File: src/hw/rtl/pbmdec_pkg.sv
package pbmdec_pkg;

  localparam int DIM_BITS_DEF = 12;

  localparam int KIND_W  = 3;
  localparam int ADDR_W  = 24;
  localparam int VAL_W   = 8;
  localparam int DIM_W   = 12;
  localparam int COUNT_W = 24;
  localparam int OUT_DATA_W = ADDR_W + VAL_W + DIM_W + DIM_W + COUNT_W;

  localparam logic [KIND_W-1:0] KIND_PIXEL    = 3'd0;
  localparam logic [KIND_W-1:0] KIND_COMPLETE = 3'd1;
  localparam logic [KIND_W-1:0] KIND_NOT_PBM  = 3'd2;
  localparam logic [KIND_W-1:0] KIND_SHORT    = 3'd3;
  localparam logic [KIND_W-1:0] KIND_BAD_DIM  = 3'd4;
  localparam logic [KIND_W-1:0] KIND_NONE     = 3'd0;

  localparam logic [7:0] CH_P   = 8'h50;
  localparam logic [7:0] CH_0   = 8'h30;
  localparam logic [7:0] CH_1   = 8'h31;
  localparam logic [7:0] CH_4   = 8'h34;
  localparam logic [7:0] CH_9   = 8'h39;
  localparam logic [7:0] CH_SP  = 8'h20;
  localparam logic [7:0] CH_TAB = 8'h09;
  localparam logic [7:0] CH_CR  = 8'h0D;

  localparam logic [VAL_W-1:0] PIX_BLACK = 8'h00;
  localparam logic [VAL_W-1:0] PIX_WHITE = 8'hFF;

  typedef enum logic [3:0] {
    PH_MAGIC0,
    PH_MAGIC1,
    PH_SKIP_W,
    PH_WIDTH,
    PH_SKIP_H,
    PH_HEIGHT,
    PH_DATA,
    PH_DONE,
    PH_ERROR
  } phase_t;

  typedef struct packed {
    logic                done;
    logic                emit;
    logic [KIND_W-1:0]   kind;
    logic [ADDR_W-1:0]   addr;
    logic [VAL_W-1:0]    val;
    logic [DIM_W-1:0]    width;
    logic [DIM_W-1:0]    height;
    logic [COUNT_W-1:0]  count;
  } res_t;

endpackage

File: src/hw/rtl/pbmdec_parse.sv
module pbmdec_parse import pbmdec_pkg::*; #(
  parameter int DIM_BITS = DIM_BITS_DEF
) (
  input  logic       clk,
  input  logic       rst_n,
  input  logic       go,
  input  logic [7:0] byte_i,
  input  logic       eod_i,
  output res_t       res
);

  localparam int DB = DIM_BITS;
  localparam logic [DB+3:0] ACC_SAT_W = {3'b000, 1'b1, {DB{1'b0}}};
  localparam logic [DB:0]   ACC_SAT   = {1'b1, {DB{1'b0}}};
  localparam logic [DB-1:0] ONE_D     = {{(DB-1){1'b0}}, 1'b1};

  phase_t              phase_r, phase_nxt;
  logic                packed_r, packed_nxt;
  logic [DB-1:0]       width_r, width_nxt;
  logic [DB-1:0]       height_r, height_nxt;
  logic [DB:0]         acc_r, acc_nxt;
  logic                stop_r, stop_nxt;
  logic [DB-1:0]       col_r, col_nxt;
  logic [ADDR_W-1:0]   row_r, row_nxt;
  logic [COUNT_W-1:0]  seen_r, seen_nxt;
  logic [KIND_W-1:0]   err_r, err_nxt;
  logic [DB-1:0]       rows_r, rows_nxt;
  logic [2:0]          bit_r, bit_nxt;

  logic                is_ws, is_dig, acc_over, black, row_end;
  logic [DB+3:0]       acc_mul;
  logic [DB:0]         acc_fed;
  logic [DB-1:0]       acc_val, hm1, col_inc;
  logic [2*DB-1:0]     prod;
  logic [COUNT_W-1:0]  seen_inc;
  logic [ADDR_W-1:0]   pix_addr;

  always_comb begin
    is_ws    = byte_i == CH_SP || (byte_i >= CH_TAB && byte_i <= CH_CR);
    is_dig   = byte_i >= CH_0 && byte_i <= CH_9;
    acc_over = acc_r[DB];
    acc_val  = acc_r[DB-1:0];
    acc_mul  = {acc_r, 3'b000} + {2'b00, acc_r, 1'b0} + (DB+4)'(byte_i[3:0]);
    acc_fed  = (acc_mul > ACC_SAT_W) ? ACC_SAT : acc_mul[DB:0];
    hm1      = acc_val - ONE_D;
    prod     = (2*DB)'(width_r) * (2*DB)'(hm1);
    black    = packed_r ? byte_i[~bit_r] : (byte_i == CH_1);
    pix_addr = row_r + ADDR_W'(col_r);
    seen_inc = seen_r + COUNT_W'(1);
    col_inc  = col_r + ONE_D;
    row_end  = col_inc == width_r;
  end

  always_comb begin
    phase_nxt  = phase_r;
    packed_nxt = packed_r;
    width_nxt  = width_r;
    height_nxt = height_r;
    acc_nxt    = acc_r;
    stop_nxt   = stop_r;
    col_nxt    = col_r;
    row_nxt    = row_r;
    seen_nxt   = seen_r;
    err_nxt    = err_r;
    rows_nxt   = rows_r;
    bit_nxt    = bit_r;

    res        = '0;
    res.done   = 1'b1;
    res.kind   = KIND_NONE;
    res.width  = DIM_W'(width_r);
    res.height = DIM_W'(height_r);
    res.count  = seen_r;

    if (eod_i) begin
      res.emit = 1'b1;
      unique case (phase_r)
        PH_MAGIC0, PH_MAGIC1: res.kind = KIND_NOT_PBM;
        PH_HEIGHT: begin
          if (acc_over) begin
            res.kind = KIND_BAD_DIM;
          end else begin
            res.height = DIM_W'(acc_val);
            res.kind   = (width_r == '0 || acc_val == '0) ? KIND_COMPLETE : KIND_SHORT;
          end
        end
        PH_DONE:  res.kind = KIND_COMPLETE;
        PH_ERROR: res.kind = err_r;
        default:  res.kind = KIND_SHORT;
      endcase
      phase_nxt  = PH_MAGIC0;
      packed_nxt = 1'b0;
      width_nxt  = '0;
      height_nxt = '0;
      acc_nxt    = '0;
      stop_nxt   = 1'b0;
      col_nxt    = '0;
      row_nxt    = '0;
      seen_nxt   = '0;
      err_nxt    = '0;
      rows_nxt   = '0;
      bit_nxt    = '0;
    end else begin
      unique case (phase_r)
        PH_MAGIC0: begin
          if (byte_i != CH_P) begin
            res.emit  = 1'b1;
            res.kind  = KIND_NOT_PBM;
            err_nxt   = KIND_NOT_PBM;
            phase_nxt = PH_ERROR;
          end else begin
            phase_nxt = PH_MAGIC1;
          end
        end
        PH_MAGIC1: begin
          if (byte_i == CH_1 || byte_i == CH_4) begin
            packed_nxt = byte_i == CH_4;
            phase_nxt  = PH_SKIP_W;
          end else begin
            res.emit  = 1'b1;
            res.kind  = KIND_NOT_PBM;
            err_nxt   = KIND_NOT_PBM;
            phase_nxt = PH_ERROR;
          end
        end
        PH_SKIP_W, PH_SKIP_H: begin
          if (!is_ws) begin
            acc_nxt   = is_dig ? (DB+1)'(byte_i[3:0]) : '0;
            stop_nxt  = !is_dig;
            phase_nxt = (phase_r == PH_SKIP_W) ? PH_WIDTH : PH_HEIGHT;
          end
        end
        PH_WIDTH, PH_HEIGHT: begin
          if (is_ws) begin
            if (acc_over) begin
              res.emit  = 1'b1;
              res.kind  = KIND_BAD_DIM;
              err_nxt   = KIND_BAD_DIM;
              phase_nxt = PH_ERROR;
            end else if (phase_r == PH_WIDTH) begin
              width_nxt = acc_val;
              phase_nxt = PH_SKIP_H;
            end else begin
              height_nxt = acc_val;
              if (width_r == '0 || acc_val == '0) begin
                phase_nxt = PH_DONE;
              end else begin
                row_nxt   = ADDR_W'(prod);
                col_nxt   = '0;
                rows_nxt  = acc_val;
                phase_nxt = PH_DATA;
              end
            end
          end else if (!stop_r && is_dig) begin
            acc_nxt = acc_fed;
          end else begin
            stop_nxt = 1'b1;
          end
        end
        PH_DATA: begin
          if (packed_r || byte_i == CH_0 || byte_i == CH_1) begin
            res.emit  = 1'b1;
            res.kind  = KIND_PIXEL;
            res.addr  = pix_addr;
            res.val   = black ? PIX_BLACK : PIX_WHITE;
            res.count = seen_inc;
            seen_nxt  = seen_inc;
            if (row_end) begin
              col_nxt  = '0;
              row_nxt  = row_r - ADDR_W'(width_r);
              rows_nxt = rows_r - ONE_D;
              if (rows_r == ONE_D) begin
                phase_nxt = PH_DONE;
              end
            end else begin
              col_nxt = col_inc;
            end
            if (packed_r) begin
              res.done = row_end || bit_r == 3'd7;
              bit_nxt  = res.done ? 3'd0 : bit_r + 3'd1;
            end
          end
        end
        default: begin
        end
      endcase
    end
  end

  always_ff @(posedge clk) begin
    if (!rst_n) begin
      phase_r  <= PH_MAGIC0;
      packed_r <= 1'b0;
      width_r  <= '0;
      height_r <= '0;
      acc_r    <= '0;
      stop_r   <= 1'b0;
      col_r    <= '0;
      row_r    <= '0;
      seen_r   <= '0;
      err_r    <= '0;
      rows_r   <= '0;
      bit_r    <= '0;
    end else if (go) begin
      phase_r  <= phase_nxt;
      packed_r <= packed_nxt;
      width_r  <= width_nxt;
      height_r <= height_nxt;
      acc_r    <= acc_nxt;
      stop_r   <= stop_nxt;
      col_r    <= col_nxt;
      row_r    <= row_nxt;
      seen_r   <= seen_nxt;
      err_r    <= err_nxt;
      rows_r   <= rows_nxt;
      bit_r    <= bit_nxt;
    end
  end

endmodule

File: src/hw/rtl/pbm_image_stream_decoder_top.sv
// channel | dir | tdata (low bit up)                                | tuser | tlast
// in_     | in  | data_byte[7:0]                                    | -     | end_of_data
// out_    | out | pixel_address, pixel_value, image_width,          | kind  | last_of_run
//         |     | image_height, pixel_count (80 bits)               |       |
// header bytes and plain P1 raster bytes are taken back to back while out_tready does not stall
// a packed P4 raster byte is held in the input register until it has yielded every pixel, up to 8,
// one at a time through the single pixel unit behind the input register
// an input word reaches its result word through the input register and then the output register
// synchronous active-low reset returns the parser to the first magic byte
// input is taken while a result waits; stalls on out_tready hold the pixel unit
module pbm_image_stream_decoder_top import pbmdec_pkg::*; #(
  parameter int DIM_BITS = DIM_BITS_DEF
) (
  input  logic                  clk,
  input  logic                  rst_n,
  input  logic                  in_tvalid,
  output logic                  in_tready,
  input  logic [7:0]            in_tdata,   // data_byte
  input  logic                  in_tlast,   // end_of_data
  output logic                  out_tvalid,
  input  logic                  out_tready,
  output logic [OUT_DATA_W-1:0] out_tdata,  // pixel_address, pixel_value, image_width,
                                            // image_height, pixel_count
  output logic [KIND_W-1:0]     out_tuser,  // kind
  output logic                  out_tlast   // last_of_run
);

  logic                  item_valid_r;
  logic [7:0]            byte_r;
  logic                  eod_r;
  logic                  out_valid_r;
  logic [OUT_DATA_W-1:0] out_data_r;
  logic [KIND_W-1:0]     out_kind_r;
  logic                  out_last_r;
  logic                  slot_free, go;
  res_t                  res;

  assign slot_free = !out_valid_r || out_tready;
  assign go        = item_valid_r && slot_free;
  assign in_tready = !item_valid_r || (go && res.done);

  pbmdec_parse #(
    .DIM_BITS (DIM_BITS)
  ) u_parse (
    .clk    (clk),
    .rst_n  (rst_n),
    .go     (go),
    .byte_i (byte_r),
    .eod_i  (eod_r),
    .res    (res)
  );

  always_ff @(posedge clk) begin
    if (!rst_n) begin
      item_valid_r <= 1'b0;
      out_valid_r  <= 1'b0;
    end else begin
      if (in_tready) begin
        item_valid_r <= in_tvalid;
      end
      if (slot_free) begin
        out_valid_r <= go && res.emit;
      end
    end
  end

  always_ff @(posedge clk) begin
    if (in_tvalid && in_tready) begin
      byte_r <= in_tdata;
      eod_r  <= in_tlast;
    end
    if (go && res.emit) begin
      out_data_r <= {res.count, res.height, res.width, res.val, res.addr};
      out_kind_r <= res.kind;
      out_last_r <= res.done;
    end
  end

  assign out_tvalid = out_valid_r;
  assign out_tdata  = out_data_r;
  assign out_tuser  = out_kind_r;
  assign out_tlast  = out_last_r;

`ifndef SYNTHESIS
  a_status_last: assert property (@(posedge clk) disable iff (!rst_n)
    out_tvalid && out_tuser != KIND_PIXEL |-> out_tlast)
    else $error("status word without last flag");

  a_pixel_value: assert property (@(posedge clk) disable iff (!rst_n)
    out_tvalid && out_tuser == KIND_PIXEL |->
      (out_tdata[31:24] == PIX_BLACK || out_tdata[31:24] == PIX_WHITE))
    else $error("pixel value neither black nor white");

  a_item_held: assert property (@(posedge clk) disable iff (!rst_n)
    in_tvalid && in_tready |=> item_valid_r)
    else $error("accepted word not held");

  a_no_result_without_item: assert property (@(posedge clk) disable iff (!rst_n)
    !item_valid_r && out_tvalid && out_tready |=> !out_tvalid)
    else $error("result produced without an item");
`endif

endmodule

File: config.mk
export PLATFORM = sky130hd
export DESIGN_NAME = pbm_image_stream_decoder_top
export DESIGN_NICKNAME = d
export VERILOG_FILES = /design/src/hw/rtl/pbmdec_pkg.sv /design/src/hw/rtl/pbmdec_parse.sv /design/src/hw/rtl/pbm_image_stream_decoder_top.sv
export SDC_FILE = /design/constraint.sdc
export NUM_CORES = 1
export LEC_CHECK = 0
export BUFFER_PORTS_ARGS = -buffer_cell sky130_fd_sc_hd__buf_2
export CORE_UTILIZATION = 37
export DETAILED_ROUTE_END_ITERATION = 6
export GPL_TIMING_DRIVEN = 0
export PLACE_DENSITY = 0.5
export REMOVE_ABC_BUFFERS = 1
export SYNTH_ARGS = -nofsm -noshare
export SYNTH_HDL_FRONTEND = slang
export SYNTH_SLANG_ARGS = --single-unit
File: constraint.sdc
create_clock -name clk -period 10.87 [get_ports clk]
set_input_delay 0.5435 -clock clk [delete_from_list [all_inputs] [get_ports clk]]
set_output_delay 0.5435 -clock clk [all_outputs]
set_load 0.1 [all_outputs]
==> results.tsv <==
stage	metric	value	unit
clock_tree	cts_max_path_buffers	3	
placed_design	placed_cell_area	17970	um2
cells_and_area	layout_common_cells	198 x nor2_1, 190 x inv_1, 188 x nand2_1, 122 x dfxtp_1, 119 x ha_1	
cells_and_area	final_util	41.40	%
routing	vias	13970	
routing	routed-wl-met2	21690	um
synth	synth.area.mux_share	2.708	%
placed_design	portBuffers	98	
clock_tree	clkSlewWorstSetupHoldPaths	60	ps
synth	yosysWarningCount	0	
synth	synth_top_family_by_area	adder cells	
floorplanning	die_width	216.4	um
synth	yosys.area_share.simple	19.11	%
sta	maxClockFrequency	0.1233	GHz
floorplanning	io-pin-count	99	
cells_and_area	final-seq-area	5025	um2
routing	first_pass_iters	7	
synth	synth-edff-count	86	
synth	ys_ff_latch	208	
run	maxCapViolations	0	
setup_path	cp_num_buf_inv	4	
floorplanning	start_util	37.46	%
routing	drcViolationCount	2	
floorplanning	rows	78	
sta	rsz0062_at_grt	no	
outcome	status	complete, but fails checks	
cells_and_area	final_area	18790	um2
power	peakVddDrop	0.1029	mV
cells_and_area	mostFrequentLayoutCell	nor2_1	
sta	clock-skew-final	22.01	ps
setup_path	cp.required	11310	ps
setup_path	crit_type	reg2reg	
synth	netlist_area	17000	um2
setup_path	crit_path_top_delay_cell	xnor2_1	
setup_path	worst_path_most_repeated_cell	fa_1	
clock_tree	cts.htree.levels	1	
cells_and_area	diodes	0	
outcome	violations	DRC	
routing	ant_nets	0	
synth	synth_xor_area_share	5.873	%
sta	maxSlewHeadroom	12.66	%
power	powerDensity	100.7	nW/um2
power	power.leakage	0.007879	uW
cells_and_area	area_growth	10.52	%
setup_path	slowest_delay	890	ps
cells_and_area	nets	2216	
routing	vias_per_cell	5.376	
clock_tree	clk_latency	570	ps
synth	async_flop_share	0	%
floorplanning	core_region_area	45380	um2
cells_and_area	multi_input_area	10810	um2
floorplanning	dieArea	46810	um2
sta	period_share	74.58	%
global_routing	grt_pass1_wl	75630	um
synth	synth_adder_area_share	21.01	%
clock_tree	root_buffer	clkbuf_16	
placed_design	place_congestion	0.8577	
synth	synth_compound_area_share	14.71	%
placed_design	dpl_worst_slack	2666	ps
routing	met3WireLength	1920	um
sta	final_hold_viol_count	0	
synth	ys_types	87	
floorplanning	die_h	216.4	um
routing	wl_per_cell	18.12	um
setup_path	end_kind	register	
clock_tree	cts_buffers	25	
cells_and_area	fillerInstances	4487	
setup_path	worst_ep_arrival_time	8550	ps
global_routing	grt_overflow_total	0	
clock_tree	holdBufCountCts	0	
clock_tree	cts_tree	yes	
sta	maxSlewViolCount	0	
cells_and_area	drive_gt1_share	9.255	%
worst_hold_path	min_path_type	in2reg	
sta	fin_setup_tns	0	ps
sta	finalSetupViolCount	0	
routing	dr.first_iter.drc_count	886	
setup_path	cpLargestDelayFamily	adder cells	
clock_tree	cts_resized	0	
global_routing	grt_pass1_vias	13570	
sta	finalCriticalPeriod	8107	ps
global_routing	antenna_found_initial	0	
synth	synthCells	1959	
clock_tree	cts_num_sinks	208	
global_routing	track_usage	20.16	%
setup_path	path_max_fanout	15	
global_routing	grt_max_degree	74	
synth	ys.flop_type	dfxtp_1	
clock_tree	cts_setup_buffers	0	
setup_path	worst_setup_path_start_kind	register	
routing	top_layer_used	met4	
placed_design	dp.final_hpwl	34290	um
sta	setup_ws	2763	ps
routing	met1_length	22530	um
synth	ys_seq_area_share	29.56	%
synth	syn_avg_cell_area	8.678	um2
setup_path	crit_chain	inv_1, ha_1, nand2_1, xnor2_1, nand2_1, fa_1, fa_1, fa_1, inv_1, fa_1, inv_1, fa_1, inv_1, ha_1, a2111oi_0, o21ai_0, a221oi_1, o21ai_0, nor2_1, xor2_1, o22ai_1, a22o_1	
routing	wl	47100	um
sta	tightest_slew	1310	ps
-- per-layer routing --
layer / GRT usage (%) / vias to the layer above
met4: 4.883 / 0
met3: 2.274 / 62
met2: 32.80 / 299
met5: 0 / -
met1: 28.49 / 6789
li1: - / 6822
-- synth_stat cells, types with 8 or more instances --
| cell type | n | area share, % |
|---|---|---|
| nand3_1 | 41 | 1.2 |
| nor3_1 | 42 | 1.2 |
| xor2_1 | 50 | 2.6 |
| a21o_1 | 18 | 0.79 |
| or3_1 | 31 | 1.1 |
| a31oi_1 | 27 | 0.99 |
| nand2_1 | 188 | 4.2 |
| xnor2_1 | 64 | 3.3 |
| nand4_1 | 24 | 0.88 |
| nor2_1 | 200 | 4.4 |
| edfxtp_1 | 86 | 15 |
| and2_1 | 26 | 0.96 |
| and3_1 | 17 | 0.63 |
| and4_1 | 8 | 0.41 |
| buf_2 | 8 | 0.24 |
| a22o_1 | 10 | 0.52 |
| fa_1 | 104 | 12 |
| o22ai_1 | 11 | 0.40 |
| a21oi_1 | 109 | 3.2 |
| dfxtp_1 | 122 | 14 |
| o21a_1 | 14 | 0.62 |
| ha_1 | 119 | 8.8 |
| o31ai_1 | 12 | 0.53 |
| o21ai_0 | 102 | 3.0 |
| buf_1 | 10 | 0.22 |
| o211ai_1 | 11 | 0.49 |
| clkbuf_1 | 83 | 1.8 |
| nor4_1 | 21 | 0.77 |
| buf_4 | 10 | 0.44 |
| mux2i_1 | 28 | 1.6 |
| nor2b_1 | 18 | 0.66 |
| mux2_2 | 12 | 0.79 |
| inv_1 | 190 | 4.2 |
| or4_1 | 8 | 0.35 |
| nand2b_1 | 22 | 0.81 |
-- metrics by stage --
stage	total power [uW]	instances	hold slack (ps)
2_1_floorplan	1016	1847	436.7
3_3_place_gp	1057	2545	443.4
3_5_place_dp	1061	2552	456.0
4_1_cts	1915	2598	141.4
5_1_grt	1952	2599	151.9
6_report	1892	2599	163.0
-- power by group --
group | total (uW) | switching, uW | internal, uW
Clock | 849 | 366 | 483
Combinational | 204 | 173 | 30.8
Sequential | 839 | 9.07 | 830
Total | 1890 | 548 | 1340
-- cells by family (layout without fill, tap and decap cells) --
| family | Yosys count | count (layout) |
|---|---|---|
| compound gates | 394 | 394 |
| xor+xnor | 114 | 114 |
| fa+ha+maj | 223 | 223 |
| buf+inv | 304 | 344 |
| flops | 208 | 208 |
| mux | 42 | 42 |
| simple gates | 674 | 674 |
-- sequential cells by signal (all words and copies together) (netlist names), 3 cells and up --
name              cells
byte_r                8
out_tdata            73
out_tuser             3
u_parse.acc_r        13
u_parse.bit_r         3
u_parse.col_r        12
u_parse.height_r     12
u_parse.phase_r       4
u_parse.row_r        24
u_parse.rows_r       12
u_parse.seen_r       24
u_parse.width_r      12
-- worst paths after layout --
check / startpoint / endpoint / slack [ps] / depth (start not counted)
min: in_tdata[1] / byte_r[1] / 160 / 1
min reg2reg: u_parse.stop_r / u_parse.stop_r / 470 / 2
max reg2reg: u_parse.acc_r[0] / u_parse.row_r[21] / 2760 / 22
max: u_parse.acc_r[0] / u_parse.row_r[21] / 2760 / 22
-- area by class of cell --
cell class                 instances  share of cell area, %
sequential                       208                  26.74
multi-input combinational       1447                  57.53
clock inverter                    10                 0.5661
inverter                         192                  3.849
clock buffer                      36                  3.763
timing repair buffer             106                  3.556
tap                              600                  3.996
Power figures use the tool's default switching activity.
